**config.mk**
```make
export PLATFORM = sky130hd
export DESIGN_NAME = json_null_escape_stripper_top_flat
export DESIGN_NICKNAME = d
export VERILOG_FILES = /design/src/rtl/jnes_pkg.sv /design/src/rtl/jnes_if.sv /design/src/rtl/jnes_front.sv /design/src/rtl/jnes_queue.sv /design/src/rtl/jnes_back.sv /design/src/rtl/json_null_escape_stripper_top.sv /design/src/flat_wrapper.sv
export SDC_FILE = /design/constraint.sdc
export NUM_CORES = 1
export LEC_CHECK = 0
export ABC_AREA = 1
export ABC_CLOCK_PERIOD_IN_PS = 3550
export BUFFER_PORTS_ARGS = -buffer_cell sky130_fd_sc_hd__clkbuf_2
export CELL_PAD_IN_SITES_DETAIL_PLACEMENT = 2
export CELL_PAD_IN_SITES_GLOBAL_PLACEMENT = 2
export CORE_ASPECT_RATIO = 0.6
export CORE_MARGIN = 1.5
export CORE_UTILIZATION = 36
export CTS_CLUSTER_DIAMETER = 50
export DETAILED_ROUTE_END_ITERATION = 6
export PLACE_DENSITY = 0.8
export SLEW_MARGIN = 20
export SYNTH_ARGS = -nofsm -noshare
export SYNTH_HDL_FRONTEND = slang
export SYNTH_SLANG_ARGS = --single-unit
```
**constraint.sdc**
```tcl
create_clock -name clk -period 3.55 [get_ports clk]
set_input_delay 0.1775 -clock clk [delete_from_list [all_inputs] [get_ports clk]]
set_output_delay 0.1775 -clock clk [all_outputs]
set_load 0.05 [all_outputs]
```
**src/rtl/jnes_pkg.sv**
```systemverilog
package jnes_pkg;

    localparam logic [7:0] CH_BACKSLASH = 8'h5C;
    localparam logic [7:0] CH_U         = 8'h75;
    localparam logic [7:0] CH_ZERO      = 8'h30;

    localparam int          ESC_LEN      = 6;
    localparam int          POS_W        = 3;
    localparam logic [2:0]  POS_MAX      = 3'd5;
    localparam int          QUEUE_DEPTH  = 4;

    // One classified input byte: replay `count` bytes of the escape prefix,
    // then the byte itself if emit_c is set. Nothing at all means a bare end marker.
    typedef struct packed {
        logic [7:0]       c;
        logic [POS_W-1:0] count;
        logic             emit_c;
        logic             last;
    } desc_t;

    function automatic logic [7:0] esc_char(input logic [POS_W-1:0] idx);
        logic [7:0] ch;
        case (idx)
            3'd0:    ch = CH_BACKSLASH;
            3'd1:    ch = CH_U;
            default: ch = CH_ZERO;
        endcase
        return ch;
    endfunction

endpackage

```
**src/rtl/jnes_if.sv**
```systemverilog
interface jnes_in_if;
    logic       valid;
    logic       ready;
    logic [7:0] data_byte;
    logic       end_of_text;

    modport source (output valid, output data_byte, output end_of_text, input ready);
    modport sink   (input valid, input data_byte, input end_of_text, output ready);
endinterface

interface jnes_out_if;
    logic       valid;
    logic       ready;
    logic [7:0] out_byte;
    logic       has_byte;
    logic       text_done;

    modport source (output valid, output out_byte, output has_byte, output text_done,
                    input ready);
    modport sink   (input valid, input out_byte, input has_byte, input text_done,
                    output ready);
endinterface

```
**src/rtl/jnes_front.sv**
```systemverilog
module jnes_front
    import jnes_pkg::*;
(
    input  logic       clk,
    input  logic       rst_n,
    input  logic       valid,
    output logic       ready,
    input  logic [7:0] data_byte,
    input  logic       end_of_text,
    output logic       push_valid,
    input  logic       push_ready,
    output desc_t      push_desc
);

    logic [POS_W-1:0] mp_reg, mp_next;
    logic             odd_reg, odd_next;

    logic [POS_W-1:0] flush_n;
    logic [POS_W-1:0] new_mp;
    logic             new_odd;
    logic             emit_c;
    logic             continued;
    logic             accept;

    always_comb
    begin
        flush_n   = '0;
        new_mp    = mp_reg;
        new_odd   = odd_reg;
        emit_c    = 1'b0;
        continued = 1'b0;

        if (mp_reg != '0 && mp_reg <= POS_MAX && data_byte == esc_char(mp_reg))
        begin
            continued = 1'b1;
            new_mp = (mp_reg == POS_W'(ESC_LEN - 1)) ? '0 : mp_reg + POS_W'(1);
        end
        else
        begin
            if (mp_reg != '0)
            begin
                // replay held prefix; only a lone backslash leaves an odd run
                flush_n = (mp_reg > POS_MAX) ? POS_MAX : mp_reg;
                new_odd = (mp_reg == POS_W'(1)) ? ~odd_reg : 1'b0;
                new_mp  = '0;
            end
            if (data_byte == CH_BACKSLASH && !new_odd)
            begin
                new_mp = POS_W'(1);
            end
            else
            begin
                emit_c  = 1'b1;
                new_odd = (data_byte == CH_BACKSLASH) ? ~new_odd : 1'b0;
            end
        end

        // end of text: release whatever is still held
        if (end_of_text && new_mp != '0)
        begin
            if (continued)
                flush_n = new_mp;
            else
                emit_c = 1'b1;
        end
    end

    assign push_desc = '{c: data_byte, count: flush_n, emit_c: emit_c, last: end_of_text};

    // drop items that give no result
    assign push_valid = valid && (end_of_text || emit_c || flush_n != '0);
    assign ready      = push_ready;
    assign accept     = valid && ready;

    always_comb
    begin
        mp_next  = mp_reg;
        odd_next = odd_reg;
        if (accept)
        begin
            mp_next  = end_of_text ? '0 : new_mp;
            odd_next = end_of_text ? 1'b0 : new_odd;
        end
    end

    always_ff @(posedge clk or negedge rst_n)
    begin
        if (!rst_n)
        begin
            mp_reg  <= '0;
            odd_reg <= 1'b0;
        end
        else
        begin
            mp_reg  <= mp_next;
            odd_reg <= odd_next;
        end
    end

endmodule

```
**src/rtl/jnes_queue.sv**
```systemverilog
module jnes_queue
    import jnes_pkg::*;
#(
    parameter int DEPTH = QUEUE_DEPTH
)
(
    input  logic  clk,
    input  logic  rst_n,
    input  logic  push_valid,
    output logic  push_ready,
    input  desc_t push_desc,
    output logic  pop_valid,
    input  logic  pop_ready,
    output desc_t pop_desc
);

    localparam int PTR_W = (DEPTH > 1) ? $clog2(DEPTH) : 1;
    localparam int CNT_W = $clog2(DEPTH + 1);

    desc_t            mem [DEPTH];
    logic [PTR_W-1:0] wr_ptr_reg, wr_ptr_next;
    logic [PTR_W-1:0] rd_ptr_reg, rd_ptr_next;
    logic [CNT_W-1:0] fill_reg, fill_next;
    logic             do_push, do_pop;

    assign push_ready = (fill_reg != CNT_W'(DEPTH));
    assign pop_valid  = (fill_reg != '0);
    assign pop_desc   = mem[rd_ptr_reg];
    assign do_push = push_valid && push_ready;
    assign do_pop  = pop_valid && pop_ready;

    always_comb
    begin
        wr_ptr_next = wr_ptr_reg;
        rd_ptr_next = rd_ptr_reg;
        fill_next   = fill_reg;
        if (do_push)
            wr_ptr_next = (wr_ptr_reg == PTR_W'(DEPTH - 1)) ? '0 : wr_ptr_reg + PTR_W'(1);
        if (do_pop)
            rd_ptr_next = (rd_ptr_reg == PTR_W'(DEPTH - 1)) ? '0 : rd_ptr_reg + PTR_W'(1);
        if (do_push && !do_pop)
            fill_next = fill_reg + CNT_W'(1);
        else if (!do_push && do_pop)
            fill_next = fill_reg - CNT_W'(1);
    end

    always_ff @(posedge clk or negedge rst_n)
    begin
        if (!rst_n)
        begin
            wr_ptr_reg <= '0;
            rd_ptr_reg <= '0;
            fill_reg   <= '0;
        end
        else
        begin
            wr_ptr_reg <= wr_ptr_next;
            rd_ptr_reg <= rd_ptr_next;
            fill_reg   <= fill_next;
        end
    end

    always_ff @(posedge clk)
    begin
        if (do_push)
            mem[wr_ptr_reg] <= push_desc;
    end

endmodule

```
**src/rtl/jnes_back.sv**
```systemverilog
module jnes_back
    import jnes_pkg::*;
(
    input  logic       clk,
    input  logic       rst_n,
    input  logic       head_valid,
    output logic       head_ready,
    input  desc_t      head,
    output logic       valid,
    input  logic       ready,
    output logic [7:0] out_byte,
    output logic       has_byte,
    output logic       text_done
);

    logic [POS_W-1:0] idx_reg, idx_next;
    logic             valid_reg, valid_next;
    logic [7:0]       byte_reg;
    logic             has_reg;
    logic             done_reg;

    logic [POS_W-1:0] n_res;
    logic [POS_W-1:0] last_idx;
    logic             at_last;
    logic             advance;
    logic             in_prefix;
    logic [7:0]       res_byte;
    logic             res_has;

    always_comb
    begin
        n_res = head.count + POS_W'(head.emit_c);
        if (n_res == '0)
            n_res = POS_W'(1);  // bare end marker
        last_idx = n_res - POS_W'(1);
    end

    assign at_last    = (idx_reg == last_idx);
    assign advance    = head_valid && (!valid_reg || ready);
    assign head_ready = advance && at_last;

    assign in_prefix = (idx_reg < head.count);
    assign res_has   = in_prefix || head.emit_c;
    assign res_byte  = in_prefix ? esc_char(idx_reg) : (head.emit_c ? head.c : 8'h00);

    always_comb
    begin
        idx_next   = idx_reg;
        valid_next = valid_reg;
        if (advance)
        begin
            valid_next = 1'b1;
            idx_next   = at_last ? '0 : idx_reg + POS_W'(1);
        end
        else if (ready)
        begin
            valid_next = 1'b0;
        end
    end

    always_ff @(posedge clk or negedge rst_n)
    begin
        if (!rst_n)
        begin
            idx_reg   <= '0;
            valid_reg <= 1'b0;
        end
        else
        begin
            idx_reg   <= idx_next;
            valid_reg <= valid_next;
        end
    end

    always_ff @(posedge clk)
    begin
        if (advance)
        begin
            byte_reg <= res_byte;
            has_reg  <= res_has;
            done_reg <= head.last && at_last;
        end
    end

    assign valid     = valid_reg;
    assign out_byte  = byte_reg;
    assign has_byte  = has_reg;
    assign text_done = done_reg;

endmodule

```
**src/rtl/json_null_escape_stripper_top.sv**
```systemverilog
// An accepted item is written into the queue, and its first result is then registered into the output stage.
// Throughput: one item per cycle while items give at most one result each and the output is
// ready; an item with n results (n up to 6) holds the output stage until all are given, with up to
// QUEUE_DEPTH classified items buffered between the classifier and the output stage.
// Reset (rst_n low, asynchronous) clears match position, backslash parity, queue and
// output valid.
module json_null_escape_stripper_top
    import jnes_pkg::*;
#(
    parameter int QUEUE_DEPTH_P = QUEUE_DEPTH
)
(
    input  logic         clk,
    input  logic         rst_n,
    jnes_in_if.sink      text_ch,
    jnes_out_if.source   result_ch
);

    logic     push_valid;
    logic     push_ready;
    desc_t    push_desc;
    logic     head_valid;
    logic     head_ready;
    desc_t    head_desc;

    jnes_front u_front (
        .clk         (clk),
        .rst_n       (rst_n),
        .valid       (text_ch.valid),
        .ready       (text_ch.ready),
        .data_byte   (text_ch.data_byte),
        .end_of_text (text_ch.end_of_text),
        .push_valid  (push_valid),
        .push_ready  (push_ready),
        .push_desc   (push_desc)
    );

    jnes_queue #(
        .DEPTH (QUEUE_DEPTH_P)
    ) u_queue (
        .clk        (clk),
        .rst_n      (rst_n),
        .push_valid (push_valid),
        .push_ready (push_ready),
        .push_desc  (push_desc),
        .pop_valid  (head_valid),
        .pop_ready  (head_ready),
        .pop_desc   (head_desc)
    );

    jnes_back u_back (
        .clk        (clk),
        .rst_n      (rst_n),
        .head_valid (head_valid),
        .head_ready (head_ready),
        .head       (head_desc),
        .valid      (result_ch.valid),
        .ready      (result_ch.ready),
        .out_byte   (result_ch.out_byte),
        .has_byte   (result_ch.has_byte),
        .text_done  (result_ch.text_done)
    );

endmodule
```
**src/flat_wrapper.sv**
```systemverilog
// flat-port wrapper written by rule: the top's interface ports become plain ports
module json_null_escape_stripper_top_flat import jnes_pkg::*;
#(
    parameter int QUEUE_DEPTH_P = QUEUE_DEPTH
)
  (clk, rst_n, text_ch_valid, text_ch_data_byte, text_ch_end_of_text, text_ch_ready, result_ch_valid, result_ch_out_byte, result_ch_has_byte, result_ch_text_done, result_ch_ready);
  jnes_in_if text_ch_i ();
  jnes_out_if result_ch_i ();
  input  logic clk;
  input  logic rst_n;
  input wire logic [$bits(text_ch_i.valid)-1:0] text_ch_valid;
  input wire logic [$bits(text_ch_i.data_byte)-1:0] text_ch_data_byte;
  input wire logic [$bits(text_ch_i.end_of_text)-1:0] text_ch_end_of_text;
  output wire logic [$bits(text_ch_i.ready)-1:0] text_ch_ready;
  output wire logic [$bits(result_ch_i.valid)-1:0] result_ch_valid;
  output wire logic [$bits(result_ch_i.out_byte)-1:0] result_ch_out_byte;
  output wire logic [$bits(result_ch_i.has_byte)-1:0] result_ch_has_byte;
  output wire logic [$bits(result_ch_i.text_done)-1:0] result_ch_text_done;
  input wire logic [$bits(result_ch_i.ready)-1:0] result_ch_ready;
  assign text_ch_i.valid = text_ch_valid;
  assign text_ch_i.data_byte = text_ch_data_byte;
  assign text_ch_i.end_of_text = text_ch_end_of_text;
  assign text_ch_ready = text_ch_i.ready;
  assign result_ch_valid = result_ch_i.valid;
  assign result_ch_out_byte = result_ch_i.out_byte;
  assign result_ch_has_byte = result_ch_i.has_byte;
  assign result_ch_text_done = result_ch_i.text_done;
  assign result_ch_i.ready = result_ch_ready;
  json_null_escape_stripper_top #(.QUEUE_DEPTH_P(QUEUE_DEPTH_P)) u_core (.clk(clk), .rst_n(rst_n), .text_ch(text_ch_i), .result_ch(result_ch_i));
endmodule
```
# Yosys cells after proc, flatten, opt, wreduce, memory -nomap -nowiden
# Memories as Yosys holds them, arrays and structs flattened.
# Cells that the tools add are included.
[classes] addsub=8 n_lt_le_gt_ge=3 n_eq_ne=10 muxes=36 bitwise=2 n_reduce_logical=31
[ops] cell="$mux 3" n=14
[ops] cell="$pmux 7 s2" n=2
[ops] cell="$mux 1" n=16
[ops] cell="$mux 8" n=2
[ops] cell="$logic_and 1x1->1" n=13
[ops] cell="$reduce_bool 3->1" n=4
[ops] cell="$add 3x1->3 const B" n=3
[ops] cell="$logic_not 3->1" n=3
[ops] cell="$eq 8x7->1 const B" n=1
[ops] cell="$eq 8x8->1" n=1
[ops] cell="$eq 3x1->1 const B" n=2
[ops] cell="$sub 3x1->3 const B" n=2
[ops] cell="$add 2x1->2 const B" n=2
[ops] cell="$eq 2x2->1 const B" n=2
[ops] cell="$logic_not 1->1" n=4
[ops] cell="$logic_or 1x1->1" n=4
[ops] cell="$mux 2" n=2
[ops] cell="$reduce_bool 2->1" n=2
[ops] cell="$add 3x1->3" n=1
[ops] cell="$eq 3x3->1" n=1
[ops] cell="$eq 3x3->1 const B" n=1
[ops] cell="$gt 3x3->1 const B" n=1
[ops] cell="$le 3x3->1 const B" n=1
[ops] cell="$lt 3x3->1" n=1
[ops] cell="4 further kinds" n=5
[totals] register_bits=25 ram_bits=52 in_bits=13 output_inout_bits=12 mem_count=1
[memory_table] memory="u_core.u_queue.mem" words=4 width=13 rd=1 rd_clocked_by_memory_dff=0 wr=1 line="jnes_queue.sv:20" rtl="desc_t mem [DEPTH];"

# Longest topological paths before layout
[logic_depth] depth_word=20 ltp_mapped=23

# Modules after synthesis
# From an unflattened synthesis, not the netlist that was laid out.
[hier_totals] cells_unflattened=398 area_unflattened_um2=3976.3
[modules_own_cells] module="jnes_queue" n_inst=1 cells_per_inst=210 area_per_inst_um2=2606.2 seq_area_each_um2=1736.7
[modules_own_cells] module="jnes_back" n_inst=1 cells_per_inst=104 area_per_inst_um2=855.8 seq_area_each_um2=400.4
[modules_own_cells] module="jnes_front" n_inst=1 cells_per_inst=84 area_per_inst_um2=514.2 seq_area_each_um2=100.1

# Least setup slack after synthesis
# No wires, ideal clock.
[synth_timing] kind="reg2reg" startpoint="register u_core.u_queue.rd_ptr_reg[1]" endpoint="register u_core.u_queue.fill_reg[2]" t_arrival_ns=3.343 path_slack_ns=0.076 stages_incl_launch_ff=22 path_buffers=2 synth_period_minus_slack_ns=3.474 cell_sequence="dfrtp_1 > buf_4 > clkinv_4 > clkbuf_1 > a21oi_1 > a32oi_1 > ha_1 > xor2_2 > nand2_1 > nand2_2 > inv_1 > ha_1 > xor2_1 > nand3_1 > nor2_4 > nand3_4 > ha_1 > inv_1 > fa_1 > a21oi_1 > o21ai_0 > xor2_1"
[synth_via] elab_chain_len=11 elab_cells_between_ends=13
[synth_lines] item="start: declaration" line="jnes_queue.sv:22" rtl="logic [PTR_W-1:0] rd_ptr_reg, rd_ptr_next;"
[synth_lines] item="start signal: assignment" line="jnes_queue.sv:58" rtl="rd_ptr_reg <= rd_ptr_next;"
[synth_lines] item="$mem_v2 4x13 *"
[synth_lines] item="$add 3x1->3 *" line="jnes_back.sv:32" rtl="n_res = head.count + POS_W'(head.emit_c);"
[synth_lines] item="$logic_not 3->1" line="jnes_back.sv:33" rtl="if (n_res == '0)"
[synth_lines] item="$mux 3 *" line="jnes_back.sv:33"
[synth_lines] item="$sub 3x1->3 *" line="jnes_back.sv:35" rtl="last_idx = n_res - POS_W'(1);"
[synth_lines] item="$eq 3x3->1 *" line="jnes_back.sv:38" rtl="assign at_last = (idx_reg == last_idx);"
[synth_lines] item="$logic_and 1x1->1 *" line="jnes_back.sv:40" rtl="assign head_ready = advance && at_last;"
[synth_lines] item="$logic_and 1x1->1 *" line="jnes_queue.sv:30" rtl="assign do_pop = pop_valid && pop_ready;"
[synth_lines] item="$logic_not 1->1" line="jnes_queue.sv:41" rtl="if (do_push && !do_pop)"
[synth_lines] item="$logic_and 1x1->1" line="jnes_queue.sv:41"
[synth_lines] item="$mux 3 / $reduce_bool 2->1 (equally long branches)"
[synth_lines] item="end signal: assignment" line="jnes_queue.sv:59" rtl="fill_reg <= fill_next;"
[synth_lines] item="end: declaration" line="jnes_queue.sv:23" rtl="logic [CNT_W-1:0] fill_reg, fill_next;"
# Mark *: on every way between the ends. The rest lies on a longest branch, timed or not.
# A chain may end at the register's enable or synchronous reset.

# Worst setup path after layout
[layout_timing] startpoint="register u_core.u_queue.rd_ptr_reg[0]" endpoint="register u_core.u_queue.fill_reg[2]"
# The elaborated chain is that of the path after synthesis.

==> out/results.txt <==
Status - finished, final reports clean
Crit path max fanout - 9
Leak - 0.001859 µW
IO buf count - 24
Setup Skew - 8.610 ps
Final nets - 416
Layout Cells excl Fill - 528
Register share of total power - 30.2%
Final Hold Viols - 0
Final setup fails - 0
Number of synthesis warnings - 0
DRC viols - 0
Number of synthesized flops with an enable pin - 62
CP endpoint kind - register
Vias in the first global route - 2898
Max cap viols - 0
Gr ovfl total - 0
FMAX - 292.7 MHz
Sw Pwr - 2020 µW
Reg2Reg Depth - 22
CTS tree - done
Max Transition Viols Final - 0
Worst-margin pin slew - 563.1 ps
Initial antenna violation count - 0
Worst min-delay path class - input pin to register
Routed Antenna Nets - 0
Reg2reg setup slack - 130 ps
Seq/Total Area, Yosys - 62.00%
WP data arrival - 3630 ps
Drt total wl - 10.87 mm
Clk buf depth - 2
CTS buffer count - 9
Die height - 80.55 µm
Syn Area/Cell - 10.80 µm²
Filler cell count - 1028
Biggest register - u_core.u_queue.mem
Synthesized cell area - 3608 µm²
Wire length per cell - 20.59 µm
CP startpoint - u_core.u_queue.rd_ptr_reg[0]
Clk_lat worst skew - 340 ps
Placer Congestion - 0.7726
Yosys top cell by area - edfxtp_1
Max reg flops - 52
Drt pass-1 iters - 4
Placement Rows - 28
Peak VDD IR - 0.3569 mV
Post-route setup slack - 133.0 ps
Ys async rst share - 19.48%
CTS clk-pin slew, worst paths - 60 ps
Crit path kind - register to register
Pint - 2694 µW
Req. time, crit path - 3760 ps
Pre-CTS WS - -135.8 ps
Total GRT Usage - 21.50%
Sw frac - 42.85%
HPWL Detailed - 7.794 mm
Chip Width - 132.3 µm
Slew headroom - 62.06%
Layout cells sized above 1 - 24.17%
Netlist cell types - 34
Final core utilization - 45.06%
Critical R2R Capture - u_core.u_queue.fill_reg[2]
Mapped Nets - 362
N_diodes - 0
RR Startpoint - u_core.u_queue.rd_ptr_reg[0]
Area of the multi-input gates - 1239 µm²
Final Cycle Share - 96.25%
Clock sink total - 77
Flip-flop and latch area - 2240 µm²
First-pass GRT wire length - 16.65 mm
Vias per cell - 5.104
Htree depth - 3
Synth top area cells - edfxtp_1 52%, dfrtp_1 10%, nand2_1 7.0%
Area growth syn-to-layout - 22.50%
Hold path depth - 2
Via count - 2695
Most frequent cell after synthesis - nand2_1
Clock network fraction of total power - 18.8%
Syn Inst Count - 334
Initial core utilization - 36.79%
Min Tclk post-route - 3417 ps
Synthesized flop and latch total - 77
Die footprint - 10650 µm²
Setup_tns - 0 ps
Top post-synthesis cells by count - 67 x nand2_1, 62 x edfxtp_1, 37 x inv_1, 37 x nor2_1, 23 x o21ai_0
Core footprint - 9809 µm²
Top-area cell type share of the netlist area - 51.60%
Pin count of the biggest net entering global routing - 18
Root buf cell - clkbuf_16
Comb power frac - 51.0%
Pwr/cell area - 1066 nW/µm²
Io pins - 25
Crit path launch type - register
DR iter-0 viols - 109
Critical Path End - u_core.u_queue.fill_reg[2]
Post-synth top flop - edfxtp_1
Dpl cells - 502
## power groups by stage
stage / Sequential, µW / Combinational (µW) / Clock, µW
after floorplan: 1590 / 1220 / 0
after global placement: 1400 / 1920 / 0
after detailed placement: 1430 / 2070 / 0
after CTS: 1420 / 2280 / 902
after global routing: 1450 / 2650 / 937
final: 1420 / 2400 / 887
## final cells by class
type	instances	share of cell area, %
inverter	41	3.708
timing repair buffer	50	7.359
clock inverter	5	1.160
tap	135	3.821
sequential	77	50.67
clock buffer	11	5.265
multi-input combinational	209	28.02
## worst min-delay path by stage
| stage | endpoint | start | slack [ps] |
|---|---|---|---|
| finish | u_core.u_back.valid | result_ch_ready | 40 |
| global route | u_core.u_back.valid | result_ch_ready | 60 |
| CTS | u_core.u_back.valid | result_ch_ready | 40 |
| detailed placement | u_core.u_back.valid | rst_n | 130 |
| global placement | u_core.u_back.valid | rst_n | 130 |
| floorplan | u_core.u_back.idx_reg[0] | rst_n | -120 |
## cells by family (layout without fill, tap and decap cells)
logic type / after synthesis / in the layout / share of synthesized area (%)
DFF: 77 / 77 / 62.00
xor gates and xnor gates: 6 / 6 / 1.664
buffers and inverters: 48 / 107 / 5.444
AOI/OAI and AO/OA: 53 / 53 / 8.773
adders and majority gates: 15 / 15 / 5.409
and+or+nand+nor: 135 / 135 / 16.71
## cell usage in the layout, fill, tap and decap left out, types with 3 or more instances in the layout
cell type	instances
a21oi_1	11
a21oi_2	3
a32o_1	3
buf_4	23
clkbuf_16	9
clkbuf_2	24
clkinv_4	3
dfrtp_1	13
edfxtp_1	62
ha_1	10
ha_2	3
inv_1	35
inv_2	4
nand2_1	67
nand2_2	3
nand3_1	11
nand3_2	3
nand4_1	6
nor2_1	37
o21ai_0	20
o21ai_1	3
o22ai_1	7
xor2_1	3
## per-stage QoR
step	instance area (µm²)	hold WS (ps)	total power, µW
2_1_floorplan	3608	-118.1	2807
3_3_place_gp	3980	133.7	3319
3_5_place_dp	3980	132.1	3498
4_1_cts	4345	40.36	4603
5_1_grt	4420	63.97	5030
6_report	4420	44.06	4714
## timing repair
action	4_1_cts	5_1_grt
hold buffers	1	0
hold endpoints to repair	15	0
resized for setup	12	13
gates cloned	0	0
pin swaps	4	10
endpoints found under the setup margin	2	2
setup buffers	5	4
## per-layer routing
metal / share of wire [%] / vias to the layer above / global-route usage, %
met5: 0 / - / 0
met4: 1.7 / 0 / 5.824
met3: 3.7 / 15 / 4.861
met2: 50 / 57 / 38.90
met1: 44 / 1371 / 26.17
li1: - / 1252 / -
## worst max-delay path, stage by stage, from the launching register on
cell     delay [ps]
dfrtp_2         440
buf_6           160
nand2_1          80
a32oi_2         230
ha_2            240
ha_4            140
xor2_2          160
nand2_1         100
nand2_2          80
inv_1            40
ha_2            190
xor2_2          150
inv_1            70
nand2_1          60
nand3_2          90
nor2_4           40
nand3_4          70
ha_2            180
inv_2            50
fa_2            350
a21oi_2         130
o21ai_1         100
xor2_1          150
(Power assumes the default switching activity.)
